File: src/rtl/core/gauss_jordan_reducer_macros.svh
// ----------------------------------------------------------------------------
// Gauss-Jordan reducer assertion macros
// Shared concurrent assertion forms, clocked on clk and off during reset.
// ----------------------------------------------------------------------------
`ifndef GAUSS_JORDAN_REDUCER_MACROS_SVH
`define GAUSS_JORDAN_REDUCER_MACROS_SVH

// The consequent must hold in the same cycle as the antecedent.
`define GJR_ASSERT_IMP(lbl, ante, cons, msg) \
	lbl: assert property (@(posedge clk) disable iff (!arst_n) (ante) |-> (cons)) \
		else $error(msg);

// The expression must never be true.
`define GJR_ASSERT_NEVER(lbl, expr, msg) \
	lbl: assert property (@(posedge clk) disable iff (!arst_n) !(expr)) \
		else $error(msg);

`endif

File: src/rtl/core/gjr_ram.sv
// ----------------------------------------------------------------------------
// gjr_ram
// Generic simple dual-port RAM with one write port and a registered read.
// ----------------------------------------------------------------------------
`timescale 1ns / 1ps

module gjr_ram #(
	parameter int WIDTH = 32,
	parameter int DEPTH = 136
) (
	input  logic                     clk,
	input  logic                     we,
	input  logic [$clog2(DEPTH)-1:0] waddr,
	input  logic [WIDTH-1:0]         wdata,
	input  logic [$clog2(DEPTH)-1:0] raddr,
	output logic [WIDTH-1:0]         rdata
);

	logic [WIDTH-1:0] mem_q [DEPTH];

	always_ff @(posedge clk) begin
		if (we) begin
			mem_q[waddr] <= wdata;
		end
		rdata <= mem_q[raddr];
	end

endmodule

File: config.mk
export PLATFORM = sky130hd
export DESIGN_NAME = gjr_ram
export DESIGN_NICKNAME = d
export VERILOG_FILES = /design/src/rtl/core/gauss_jordan_reducer_macros.svh /design/src/rtl/core/gjr_ram.sv
export SDC_FILE = /design/constraint.sdc
export NUM_CORES = 2
export LEC_CHECK = 0
export BUFFER_PORTS_ARGS = -buffer_cell sky130_fd_sc_hd__clkbuf_2
export CAP_MARGIN = 20
export CORE_MARGIN = 2
export CORE_UTILIZATION = 55
export DETAILED_ROUTE_END_ITERATION = 12
export MAX_ROUTING_LAYER = met4
export PLACE_DENSITY = 0.71
export SLEW_MARGIN = 20
export SYNTH_ARGS = -nofsm -noshare
export SYNTH_HDL_FRONTEND = slang
export SYNTH_MEMORY_MAX_BITS = 65536
export SYNTH_SLANG_ARGS = --single-unit
File: constraint.sdc
create_clock -name clk -period 3.72 [get_ports clk]
set_input_delay 0 -clock clk [delete_from_list [all_inputs] [get_ports clk]]
set_output_delay 0 -clock clk [all_outputs]
set_load 0.05 [all_outputs]
-- After elaboration in Yosys (flattened, before gate mapping)
Memory sizes are Yosys's and may differ from the RTL's. A register that Yosys moved wholly into a read port is not among the register bits.
Index checks and enable logic that the tools add are counted.
- mux-type cells: 2
- operators by type and width (kind ; count):
    2-to-1 mux 1 bit ; 2
- bits of input ports: 50
- memories: 1
- bits in registers: 0
- memory bits (writable): 4352
- output and inout port bits: 32
- memory list (memory ; depth ; width ; read ports ; clocked after memory_dff ; write ports ; RTL line ; source):
    mem_q ; 136 ; 32 ; 1 ; 1 ; 1 ; gjr_ram.sv:19 ; logic [WIDTH-1:0] mem_q [DEPTH];

-- Longest topological paths before layout
- word-level depth: 2
- depth in mapped cells: 11

-- Worst setup path after synthesis
OpenSTA, ideal clock, no wires.
- kind: in2reg
- from: input waddr[6]
- to: memory mem_q[112][0], enable pin
- setup slack: 1.198 ns
- setup time: 0.421 ns
- buffers on the path: 1
- stages: 4
- arrival time: 2.101 ns
- path through: nor2b_1 nand3_1 clkbuf_1 nor2_1
- RTL lines (item ; RTL line ; source):
    from (decl) ; gjr_ram.sv:13 ; input logic [$clog2(DEPTH)-1:0] waddr,
    to (decl) ; gjr_ram.sv:19 ;
Straight into the memory's write port.

==> qor.csv <==
stage,metric,value,unit
outcome,status,finished with violations,
outcome,failing checks,antenna violations,
timing,post-route clock period utilization,0.9090,
drt,1st-iter DRT viols,15864,
logic_synthesis,top-count cell post-synth,edfxtp_1,
cells_and_area,Final Cell Area,191100,um^2
cts,CTS Buf Count,422,
drt,via count,85199,
setup_path,Worst EP required,4.58,ns
logic_synthesis,sequential-to-total area share from yosys stat,0.7827,
setup_path,kind of critical path,in -> reg,
cts,CTS HTree Levels,5,
power,Comb pwr share,0.056,
drt,Final ANT Viol Nets,1,
timing,max-slew violation total from the final report,0,
logic_synthesis,Most used DFF post-synth,edfxtp_1,
worst_hold_path,Hold Path Class,in -> reg,
timing,Rel. slew slack,0.03572,
logic_synthesis,synthesized area,167800,um^2
logic_synthesis,syn_nets,7518,
logic_synthesis,post-synth top area cell,edfxtp_1,
setup_path,worst path arrival time,4.24,ns
power,worst vdd ir,516.8,uV
setup_path,Setup crit start kind,primary input,
global_route,total track usage,0.3139,
placed_design,RD Place Congestion,0.9716,
drt,WL final,469.9,mm
setup_path,R2R Path End,rdata[23]$_DFF_P_,
cells_and_area,final core area utilization,0.6300,
power,cell-internal power,0.07976,W
floorplanning,Die X,556.3,um
timing,Final Setup Violations,0,
logic_synthesis,synth top area cells,"edfxtp_1, mux4_2, mux2i_1, nand2_1, buf_6",
global_route,first-pass GRT wire length,653.0,mm
floorplanning,die height,556.3,um
floorplanning,starting density of the core,0.5532,
cts,CTS tree,done,
placed_design,"Cell Area, Placed",177000,um^2
cells_and_area,Nets,8192,
timing,Max Fclk,295.7,MHz
cts,CTS Sinks,4384,
logic_synthesis,Post-synth EDFFs,4352,
timing,RSZ-0062 raised after global routing,no,
drt,Avg WL per Cell,37.57,um
setup_path,CP endpoint kind,flop,
floorplanning,IO Count,82,
placed_design,Post-DP HPWL,275.1,mm
global_route,largest net degree at the start of global routing,137,
job,Max Cap Viol,0,
cts,clock buffer depth,4,
global_route,grt ovf,0,
cells_and_area,layout cells sized above 1,0.2850,
cts,Root Driver,clkbuf_16,
setup_path,reg2reg path depth,5,
power,Pwr per Cell Area,534.7,nW/um^2
logic_synthesis,"Avg Cell Area, Syn",22.47,um^2
power,Clock power frac,0.410,
logic_synthesis,Unique masters post-synth,49,
logic_synthesis,top post-synthesis cells by count,"edfxtp_1, mux4_2, mux2i_1",
global_route,number of global-route vias before repair,83236,
drt,Via density,6.811,
floorplanning,die area,309500,um^2
power,leak pwr,60.74,nW
floorplanning,Cell Rows,202,
timing,Final Hold Viols,0,
logic_synthesis,area share of the largest cell type after synthesis,0.7789,
setup_path,"reg-to-reg slack, setup",0.50,ns
setup_path,Critical Path Start,raddr[3],
placed_design,IO buf count,81,
setup_path,worst setup path end,rdata[23]$_DFF_P_,
logic_synthesis,"Warnings, synthesis",0,
logic_synthesis,Post-synth ARST share,0,
placed_design,Post-Place Cells,11652,
power,Tot Pwr,0.1022,W
timing,final setup TNS,0,ns
power,sw frac,0.2193,
timing,post-route minimum period,3.381,ns
logic_synthesis,Synth Register Bits,4384,
setup_path,Worst Path Max Fanout,43,
cts,Clock Latency Late Sink,0.99,ns
timing,Fin Clk Skew,0.07958,ns
global_route,initial antenna violation count,42,
drt,Pre-Repair DR Iteration Count,8,
setup_path,r2r startpoint,mem_q[50][23]$_DFFE_PP_,
cells_and_area,Post-Layout Cell Count,12509,
floorplanning,core area,303300,um^2
power,Seq pwr share,0.534,
logic_synthesis,Synth Instances,7468,
timing,measured slew at the worst slew-check pin,1.446,ns
power,switching power,0.02240,W
drt,drc violations,0,
cells_and_area,Area Growth Syn to Fin,13.87,%
cts,"Reg clk slew, reported paths",0.06,ns
==> worst max-delay path, stage by stage <==
cell and delay [ns]:
buf_8 0.21, inv_6 0.38, buf_4 0.52, buf_4 0.40, mux2i_1 0.21, a221oi_1 0.99
nand3_1 0.97, nand3_1 0.40
==> state kept, by name, summed over array words and instances (netlist names) <==
| register | cells |
|---|---|
| mem_q | 4352 |
| rdata | 32 |
==> metrics by stage <==
stage          hold slack, ns  setup slack, ns
6_report               0.1093           0.3385
5_1_grt               0.09991           0.4886
4_1_cts               0.05106           0.4973
3_5_place_dp           0.5205          -0.5052
3_3_place_gp           0.5216          -0.4424
2_1_floorplan         0.09887            1.198
==> power groups by stage <==
stage          clock network [W]  registers [W]  logic, W
6_report                  0.0418         0.0546   0.00575
5_1_grt                   0.0440         0.0545   0.00591
3_5_place_dp                   0         0.0556   0.00559
3_3_place_gp                   0         0.0556   0.00549
4_1_cts                   0.0421         0.0546   0.00565
2_1_floorplan                  0         0.0557   0.00260
==> how the worst min path moves through the flow <==
stage | slack [ns] | cells after the start | end | startpoint
after floorplan | 0.1 | 0 | mem_q[0][0]$_DFFE_PP_ | wdata[0]
after global placement | 0.52 | 1 | rdata[15] | rdata[15]$_DFF_P_
after detailed placement | 0.52 | 1 | rdata[15] | rdata[15]$_DFF_P_
after CTS | 0.05 | 7 | rdata[19]$_DFF_P_ | raddr[1]
after global routing | 0.1 | 7 | rdata[7]$_DFF_P_ | raddr[1]
final | 0.11 | 7 | rdata[7]$_DFF_P_ | raddr[1]
==> placed cells by master, fill, tap and decap left out, types with 32 or more instances in the layout <==
master,count
a211oi_1,44
a21oi_1,105
a221oi_1,67
a22oi_1,74
buf_12,87
buf_4,482
bufinv_16,32
clkbuf_1,93
clkbuf_16,426
clkbuf_2,45
clkinv_1,94
clkinv_2,91
dfxtp_1,32
diode_2,34
dlygate4sd3_1,42
edfxtp_1,4352
mux2_2,42
mux2i_1,425
mux4_2,999
nand2_1,287
nand3_1,35
nor2_1,32
nor2_4,137
nor2b_1,37
o211ai_1,46
o21ai_0,37
o21ai_1,40
o22ai_1,45
==> cell families (layout without fill, tap and decap cells) <==
kind of cell           count (synthesis)  after routing  synth area share
AO/OA/AOI/OAI                        591            591           0.02451
flip-flops                          4384           4384            0.7827
multiplexers                        1466           1466            0.1623
AND/OR/NAND/NOR                      608            608           0.01548
buffers and inverters                419           1448           0.01507
other                                  0             34                 0
==> repair_timing <==
action | 4_1_cts | 5_1_grt
hold endpoints to repair | 3007 | 0
endpoints found under the setup margin | 0 | 0
hold buffers | 42 | 0
setup buffers | 0 | 0
gates resized for setup | 0 | 0
==> layer usage <==
| metal | global-route usage | vias to the layer above | routed length, um |
|---|---|---|---|
| met1 | 0.4349 | 44901 | 167900 |
| met2 | 0.4494 | 6262 | 212500 |
| li1 | - | 33073 | - |
| met3 | 0.08262 | 963 | 66870 |
| met4 | 0.1258 | 0 | 22700 |
| met5 | - | - | 0 |
==> area by class of cell <==
type | count | area, um^2
flip-flops and latches | 4384 | 131300
fillers | 19643 | 112200
multi-input cells | 2665 | 35040
clock buffers | 523 | 11060
repair buffers | 667 | 6147
well taps | 3978 | 4977
clock inverters | 256 | 2410
diodes | 34 | 85.08
inverters | 2 | 17.52
No activity file was read; power rests on OpenSTA's default activity.
