`src/rtl/core/gauss_jordan_reducer_macros.svh`:
```
// ----------------------------------------------------------------------------
// Gauss-Jordan reducer assertion macros
// Shared concurrent assertion forms, clocked on clk and off during reset.
// ----------------------------------------------------------------------------
`ifndef GAUSS_JORDAN_REDUCER_MACROS_SVH
`define GAUSS_JORDAN_REDUCER_MACROS_SVH

// The consequent must hold in the same cycle as the antecedent.
`define GJR_ASSERT_IMP(lbl, ante, cons, msg) \
	lbl: assert property (@(posedge clk) disable iff (!arst_n) (ante) |-> (cons)) \
		else $error(msg);

// The expression must never be true.
`define GJR_ASSERT_NEVER(lbl, expr, msg) \
	lbl: assert property (@(posedge clk) disable iff (!arst_n) !(expr)) \
		else $error(msg);

`endif

```
`src/rtl/core/gjr_pkg.sv`:
```
// ----------------------------------------------------------------------------
// gjr_pkg
// Types, constants and helper functions of the Gauss-Jordan reducer.
// ----------------------------------------------------------------------------
`timescale 1ns / 1ps

package gjr_pkg;

	localparam int MAX_ROWS    = 8;
	localparam int MAX_COLS    = 16;
	localparam int ROW_PITCH   = MAX_COLS + 1;
	localparam int STORE_DEPTH = MAX_ROWS * ROW_PITCH;
	localparam int AW          = $clog2(STORE_DEPTH);
	localparam int RW          = $clog2(MAX_ROWS + 1);
	localparam int CW          = $clog2(MAX_COLS + 1);
	localparam int DW          = 32;
	localparam int FRAC        = 16;
	localparam int MAGW        = DW + FRAC;
	localparam int CFG_W       = 5;

	typedef enum logic [1:0] {
		REQ_WRITE = 2'd0,
		REQ_RUN   = 2'd1,
		REQ_READ  = 2'd2,
		REQ_NONE  = 2'd3
	} req_t;

	typedef enum logic [1:0] {
		STAT_OK       = 2'd0,
		STAT_SINGULAR = 2'd1,
		STAT_SAT      = 2'd2
	} status_t;

	typedef enum logic {
		CFG_ROWS = 1'b0,
		CFG_COLS = 1'b1
	} cfg_idx_t;

	typedef struct packed {
		logic [1:0]        req_type;
		logic [2:0]        row_index;
		logic [4:0]        col_index;
		logic signed [31:0] entry_value;
	} gjr_in_t;

	typedef struct packed {
		logic signed [31:0] read_value;
		logic [1:0]         run_status;
	} gjr_out_t;

	typedef struct packed {
		logic          sat;
		logic [DW-1:0] value;
	} sat_val_t;

	typedef enum logic [4:0] {
		ST_IDLE,
		ST_RD_WAIT,
		ST_PIV_RD,
		ST_PIV_CHK,
		ST_SWP_RDA,
		ST_SWP_RDB,
		ST_SWP_WRA,
		ST_SWP_WRB,
		ST_NRM_RD0,
		ST_NRM_PIV,
		ST_NRM_RD,
		ST_NRM_DIV,
		ST_NRM_WAIT,
		ST_ELM_RDF,
		ST_ELM_FAC,
		ST_ELM_RDS,
		ST_ELM_RDD,
		ST_ELM_WR
	} state_t;

	function automatic logic [AW-1:0] cell_addr(input logic [RW-1:0] r, input logic [CW-1:0] c);
		cell_addr = AW'(r) * AW'(ROW_PITCH) + AW'(c);
	endfunction

	function automatic logic [DW-1:0] mag_of(input logic [DW-1:0] v);
		mag_of = v[DW-1] ? (~v + DW'(1)) : v;
	endfunction

	// Turns a sign and a magnitude into a saturated Q16.16 value.
	function automatic sat_val_t from_mag(input logic neg, input logic [MAGW-1:0] mag);
		sat_val_t res;
		if (neg) begin
			if (mag > {{(MAGW-DW){1'b0}}, 1'b1, {(DW-1){1'b0}}}) begin
				res.sat   = 1'b1;
				res.value = {1'b1, {(DW-1){1'b0}}};
			end else begin
				res.sat   = 1'b0;
				res.value = ~mag[DW-1:0] + DW'(1);
			end
		end else begin
			if (mag > {{(MAGW-DW+1){1'b0}}, {(DW-1){1'b1}}}) begin
				res.sat   = 1'b1;
				res.value = {1'b0, {(DW-1){1'b1}}};
			end else begin
				res.sat   = 1'b0;
				res.value = mag[DW-1:0];
			end
		end
		from_mag = res;
	endfunction

endpackage

```
`src/rtl/core/gjr_div.sv`:
```
// ----------------------------------------------------------------------------
// gjr_div
// Restoring divider for unsigned magnitudes, one quotient bit per cycle.
// ----------------------------------------------------------------------------
`timescale 1ns / 1ps

module gjr_div
	import gjr_pkg::*;
(
	input  logic            clk,
	input  logic            arst_n,
	input  logic            start,
	input  logic [MAGW-1:0] dividend,
	input  logic [DW-1:0]   divisor,
	output logic            busy,
	output logic            done,
	output logic [MAGW-1:0] quotient
);

	localparam int NW = $clog2(MAGW + 1);

	logic [DW-1:0]   rem_q;
	logic [MAGW-1:0] quo_q;
	logic [DW-1:0]   dsr_q;
	logic [NW-1:0]   cnt_q;
	logic            busy_q;
	logic            done_q;
	logic [DW:0]     trial;
	logic [DW:0]     diff;

	assign trial = {rem_q, quo_q[MAGW-1]};
	assign diff  = trial - {1'b0, dsr_q};

	always_ff @(posedge clk or negedge arst_n) begin
		if (!arst_n) begin
			busy_q <= 1'b0;
			done_q <= 1'b0;
			cnt_q  <= '0;
		end else begin
			done_q <= 1'b0;
			if (start) begin
				busy_q <= 1'b1;
				cnt_q  <= NW'(MAGW);
			end else if (busy_q) begin
				cnt_q <= cnt_q - NW'(1);
				if (cnt_q == NW'(1)) begin
					busy_q <= 1'b0;
					done_q <= 1'b1;
				end
			end
		end
	end

	// The dividend shifts out of the top while quotient bits enter below.
	always_ff @(posedge clk) begin
		if (start) begin
			rem_q <= '0;
			quo_q <= dividend;
			dsr_q <= divisor;
		end else if (busy_q) begin
			if (!diff[DW]) begin
				rem_q <= diff[DW-1:0];
				quo_q <= {quo_q[MAGW-2:0], 1'b1};
			end else begin
				rem_q <= trial[DW-1:0];
				quo_q <= {quo_q[MAGW-2:0], 1'b0};
			end
		end
	end

	assign busy     = busy_q;
	assign done     = done_q;
	assign quotient = quo_q;

endmodule

```
`config.mk`:
```
export PLATFORM = sky130hd
export DESIGN_NAME = gjr_div
export DESIGN_NICKNAME = d
export VERILOG_FILES = /design/src/rtl/core/gauss_jordan_reducer_macros.svh /design/src/rtl/core/gjr_pkg.sv /design/src/rtl/core/gjr_div.sv
export SDC_FILE = /design/constraint.sdc
export NUM_CORES = 1
export LEC_CHECK = 0
export BUFFER_PORTS_ARGS = -buffer_cell sky130_fd_sc_hd__buf_4
export CORE_MARGIN = 3
export CORE_UTILIZATION = 50
export DETAILED_ROUTE_END_ITERATION = 10
export PLACE_DENSITY = 0.74
export SLEW_MARGIN = 20
export SYNTH_ARGS = -nofsm -noshare
export SYNTH_HDL_FRONTEND = slang
export SYNTH_SLANG_ARGS = --single-unit
```
`constraint.sdc`:
```
create_clock -name clk -period 4.1 [get_ports clk]
set_clock_uncertainty 0.05 [all_clocks]
set_input_delay 0 -clock clk [delete_from_list [all_inputs] [get_ports clk]]
set_output_delay 0 -clock clk [all_outputs]
set_load 0.05 [all_outputs]
```
# Word-level counts from Yosys, hierarchy flattened
# Index checks and enable logic that the tools add are counted.
# W data, S select, Z words.
[op_classes]
eq_ne = 1
reduce_logical = 1
n_addsub = 2
n_mux = 12
[ops]
columns = ["operator", "count"]
rows = [
  ["$mux W48", 2],
  ["$sub A33 B32 Y33", 1],
  ["$mux W32", 1],
  ["$mux W6", 2],
  ["$mux W1", 7],
  ["$eq A6 B1 Y1 const B", 1],
  ["$sub A6 B1 Y6 const B", 1],
  ["$reduce_bool A2 Y1", 1],
]
[word_totals]
elab_cells = 22
inputBits = 83
ff_bits = 120

# Longest topological paths before layout
[depth]
depth_word = 4
ltp_mapped = 15
mapped_depth_nobuf = 13

# Worst setup path before layout
# No wires, ideal clock.
[synth_path]
kind = "register to register"
from = "reg quo_q[47], in the netlist quotient[47]"
to = "reg rem_q[17]"
synth_period_minus_slack_ns = 3.708
path_slack_ns = 0.392
stages_incl_launch_ff = 15
n_path_buf = 1
setup_ns = 0.091
arrival_ns = 3.567
path_cell_list = "edfxtp_1 inv_1 ha_1 fa_1 nand2b_1 a21oi_2 o41ai_4 nor3_2 o2111ai_1 a21oi_2 a31o_1 buf_6 xnor2_2 or4_1 a311oi_1"
[synth_between]
elab_chain_len = 2
[synth_rtl]
columns = ["item", "line_no", "rtl"]
rows = [
  ["from (decl)", "gjr_div.sv:23", "logic [MAGW-1:0] quo_q;"],
  ["from (signal assigned)", "gjr_div.sv:58", "quo_q <= dividend;"],
  ["from (signal assigned)", "gjr_div.sv:63", "quo_q <= {quo_q[MAGW-2:0], 1'b1};"],
  ["from (signal assigned)", "gjr_div.sv:66", "quo_q <= {quo_q[MAGW-2:0], 1'b0};"],
  ["$sub A33 B32 Y33", "gjr_div.sv:32", "assign diff = trial - {1'b0, dsr_q};"],
  ["$mux W32", "gjr_div.sv:61", "if (!diff[DW]) begin"],
  ["to (signal assigned)", "gjr_div.sv:62", "rem_q <= diff[DW-1:0];"],
  ["to (signal assigned)", "gjr_div.sv:65", "rem_q <= trial[DW-1:0];"],
  ["to (decl)", "gjr_div.sv:22", "logic [DW-1:0] rem_q;"],
]
# Every way passes these cells.
# A chain may end at the register's enable or synchronous reset.

# Worst setup path in the final report
[layout_path]
from = "reg quo_q[47], in the netlist quotient[47]"
to = "reg rem_q[2]"
# The elaborated chain is that of the path after synthesis.

==> qor.yml <==
logic_synthesis:
  synth_area_um2: 6560
  synth_ff_type: "edfxtp_1"
  syn_area_per_cell_um2: 10.7
  synth_warnings: 0
  ys_ff_latch: 120
  synth_top_cell_by_area: "edfxtp_1"
  netlist_top_cells_area: "edfxtp_1 37%, dfxtp_1 9.8%, mux2_2 8.1%"
  synth.top_cell.area_share_pct: 36.6
  synthArstFlopShare_pct: 6.67
  ys_seq_area_share_pct: 49.5
  netlist_instances: 615
  yosysUniqueCellTypes: 61
  synth-edff-count: 80
  synth_nets: 733
route:
  final_antenna_net_count: 0
  vias_per_cell: 5.45
  drcViolationCount: 0
  wirelength_um: 16700
  wl_per_cell_um: 16.5
  drtIter0Drc: 439
  vias: 5508
  firstDrtPassIters: 5
outcome:
  status: "completed"
cts:
  clkTransAtPathRegs_ps: 60
  clock_latency_ps: 420
  cts_buffers: 17
  clock_path_buffers: 2
  htree_num_levels: 4
  cts_sinks: 120
  cts_tree: "built"
  cts_root_buffer: "clkbuf_16"
setup_path:
  crit_type: "reg -> reg"
  start_kind: "flop"
  cp_max_fo: 16
  end_kind: "flop"
  worstPathArrival_ps: 4000
  r2r_slack_ps: 370
  r2r_end: "rem_q[2]"
  cp_data_required_time_ps: 4370
  timing.rr.start: "quotient[47]"
  r2r_cells: 15
floorplanning:
  ios: 133
  core_um2: 12700
  die_width_um: 121
  fp.dieH_um: 121
  dieArea_um2: 14500
  start_util_pct: 51.5
  num_rows: 41
hold_path:
  whs_endpoint: "cnt_q[3]"
  hp-class: "in -> reg"
  hold_path_startpoint: "start"
  min_delay_path_depth: 2
sta:
  clock.fmax_ghz: 0.268
  max-slew-margin-rel_pct: 30.5
  worst_slew_pin_slew_ps: 1040
  setup_tns_ps: 0
  min_period_ps: 3730
  rsz0062_at_grt: "false"
  finalWorstSetupSlack_ps: 373
  holdWs_ps: 89.6
  hold_viol: 0
  finalMaxSlewViolations: 0
  fin_crit_sh_pct: 90.9
  setup_viol: 0
global_route:
  met2_usage_pct: 42.3
  grt_max_degree: 63
  antenna_found_initial: 1
  met1_usage_pct: 28.2
  grt_pass1_wl_um: 27400
  grt_use_total_pct: 23.9
  grt_pass1_vias: 5602
  grt-ovfl-total: 0
  use_met3_pct: 4.49
  grt-busiest-layer: "met2"
pwr:
  vdd_drop_max_mv: 0.370
  p_leak_nw: 4.00
  power_density_nw_per_um2: 591
layout:
  nets: 943
  syn_to_final_growth_pct: 39.5
  final_common_cell: "buf_4"
  drive_gt1_share_pct: 26.7
  post-route-cell-area_um2: 9140
  fin_util_pct: 71.9
  final_cell_mix: "138 x buf_4, 82 x dlygate4sd3_1, 81 x nand2_1"
placed_design:
  place_area_um2: 7680
  preCtsSetupSlack_ps: 327
  detailed_place_hpwl_um: 10400
  place_congestion: 0.879
  io_buffers: 132
flow_run:
  maxCapViolCount: 0
==> cell type report <==
cell class / count / area (um^2)
multi-input combinational: 423 / 3040
clock buffer: 20 / 447
timing repair buffer: 220 / 1860
sequential: 120 / 3240
tap: 172 / 215
antenna: 1 / 2.50
fill: 932 / 3580
inverter: 43 / 161
clock inverter: 12 / 175
==> critical path, cell delays in order (launching register included) <==
cell and delay (ps):
edfxtp_1 350, inv_1 60, ha_1 220, fa_1 380, nand2b_1 200, a21oi_2 230, o41ai_4 140, nor3_2 220
o2111ai_1 200, a21oi_2 270, a31o_1 290, buf_4 200, xor2_2 150, buf_4 250, nand3_1 130, a311oi_1 270
==> metrics by stage <==
stage / cells / total power [mW]
after floorplan: 615 / 3.21
after global placement: 896 / 3.64
after detailed placement: 896 / 3.71
after CTS: 1010 / 5.36
after global routing: 1011 / 5.71
final: 1011 / 5.40
==> cells in the mapped netlist (3+ instances only) <==
cell / instances
nand2b_1: 6
dfrtp_1: 8
nor3_1: 10
and3_1: 5
clkbuf_1: 21
or3_1: 3
nor2_1: 48
nor2b_1: 3
a21o_1: 19
inv_1: 43
ha_1: 34
and2_1: 3
a211oi_1: 4
mux2_2: 47
buf_2: 5
nand4_1: 4
nor3b_1: 3
a21oi_1: 23
o21bai_1: 4
a311oi_1: 29
nand2_1: 81
o21ai_0: 11
dfxtp_1: 32
xnor2_1: 19
edfxtp_1: 80
a41oi_1: 4
xor2_1: 10
o31ai_1: 3
nand3_1: 10
o2111ai_1: 4
==> power breakdown <==
group | leakage (nW) | switching [mW] | total, mW | internal [mW]
Combinational | 2.54 | 1.24 | 2.12 | 0.883
Clock | 0.286 | 0.546 | 1.58 | 1.03
Sequential | 1.18 | 0.173 | 1.70 | 1.53
Total | 4.00 | 1.96 | 5.40 | 3.44
==> flip-flops by register name (all words and copies together) (netlist names) <==
| register | count |
|---|---|
| quotient | 48 |
| cnt_q | 6 |
| dsr_q | 32 |
| done | 1 |
| rem_q | 32 |
| busy | 1 |
==> cells by family after synthesis <==
group           Yosys count  synth area share (%)
mux                      47                  8.07
compound gates          125                  14.3
simple gates            185                  12.6
xor+xnor                 31                  4.37
fa+ha+maj                35                  6.80
buf+inv                  72                  4.33
flops                   120                  49.5
==> how the worst max path moves through the flow <==
stage / endpoint / from / slack [ps]
3_3_place_gp: rem_q[21] / quotient[47] / 520
4_1_cts: rem_q[26] / quotient[47] / 310
6_report: rem_q[2] / quotient[47] / 370
3_5_place_dp: rem_q[26] / quotient[47] / 330
5_1_grt: rem_q[2] / quotient[47] / 50
2_1_floorplan: rem_q[17] / quotient[47] / 390
==> metal layers <==
| layer | up-vias | wire [um] |
|---|---|---|
| li1 | 2667 | - |
| met1 | 2650 | 6930 |
| met5 | - | 0 |
| met2 | 159 | 8620 |
| met3 | 32 | 648 |
| met4 | 0 | 463 |
==> repair_timing <==
item / in CTS / in global routing
buffers inserted: 0 / 0
hold endpoints to repair: 88 / 0
endpoints found under the setup margin: 0 / 2
hold buffers: 82 / 0
resized for setup: 0 / 1
(Power assumes the default switching activity.)
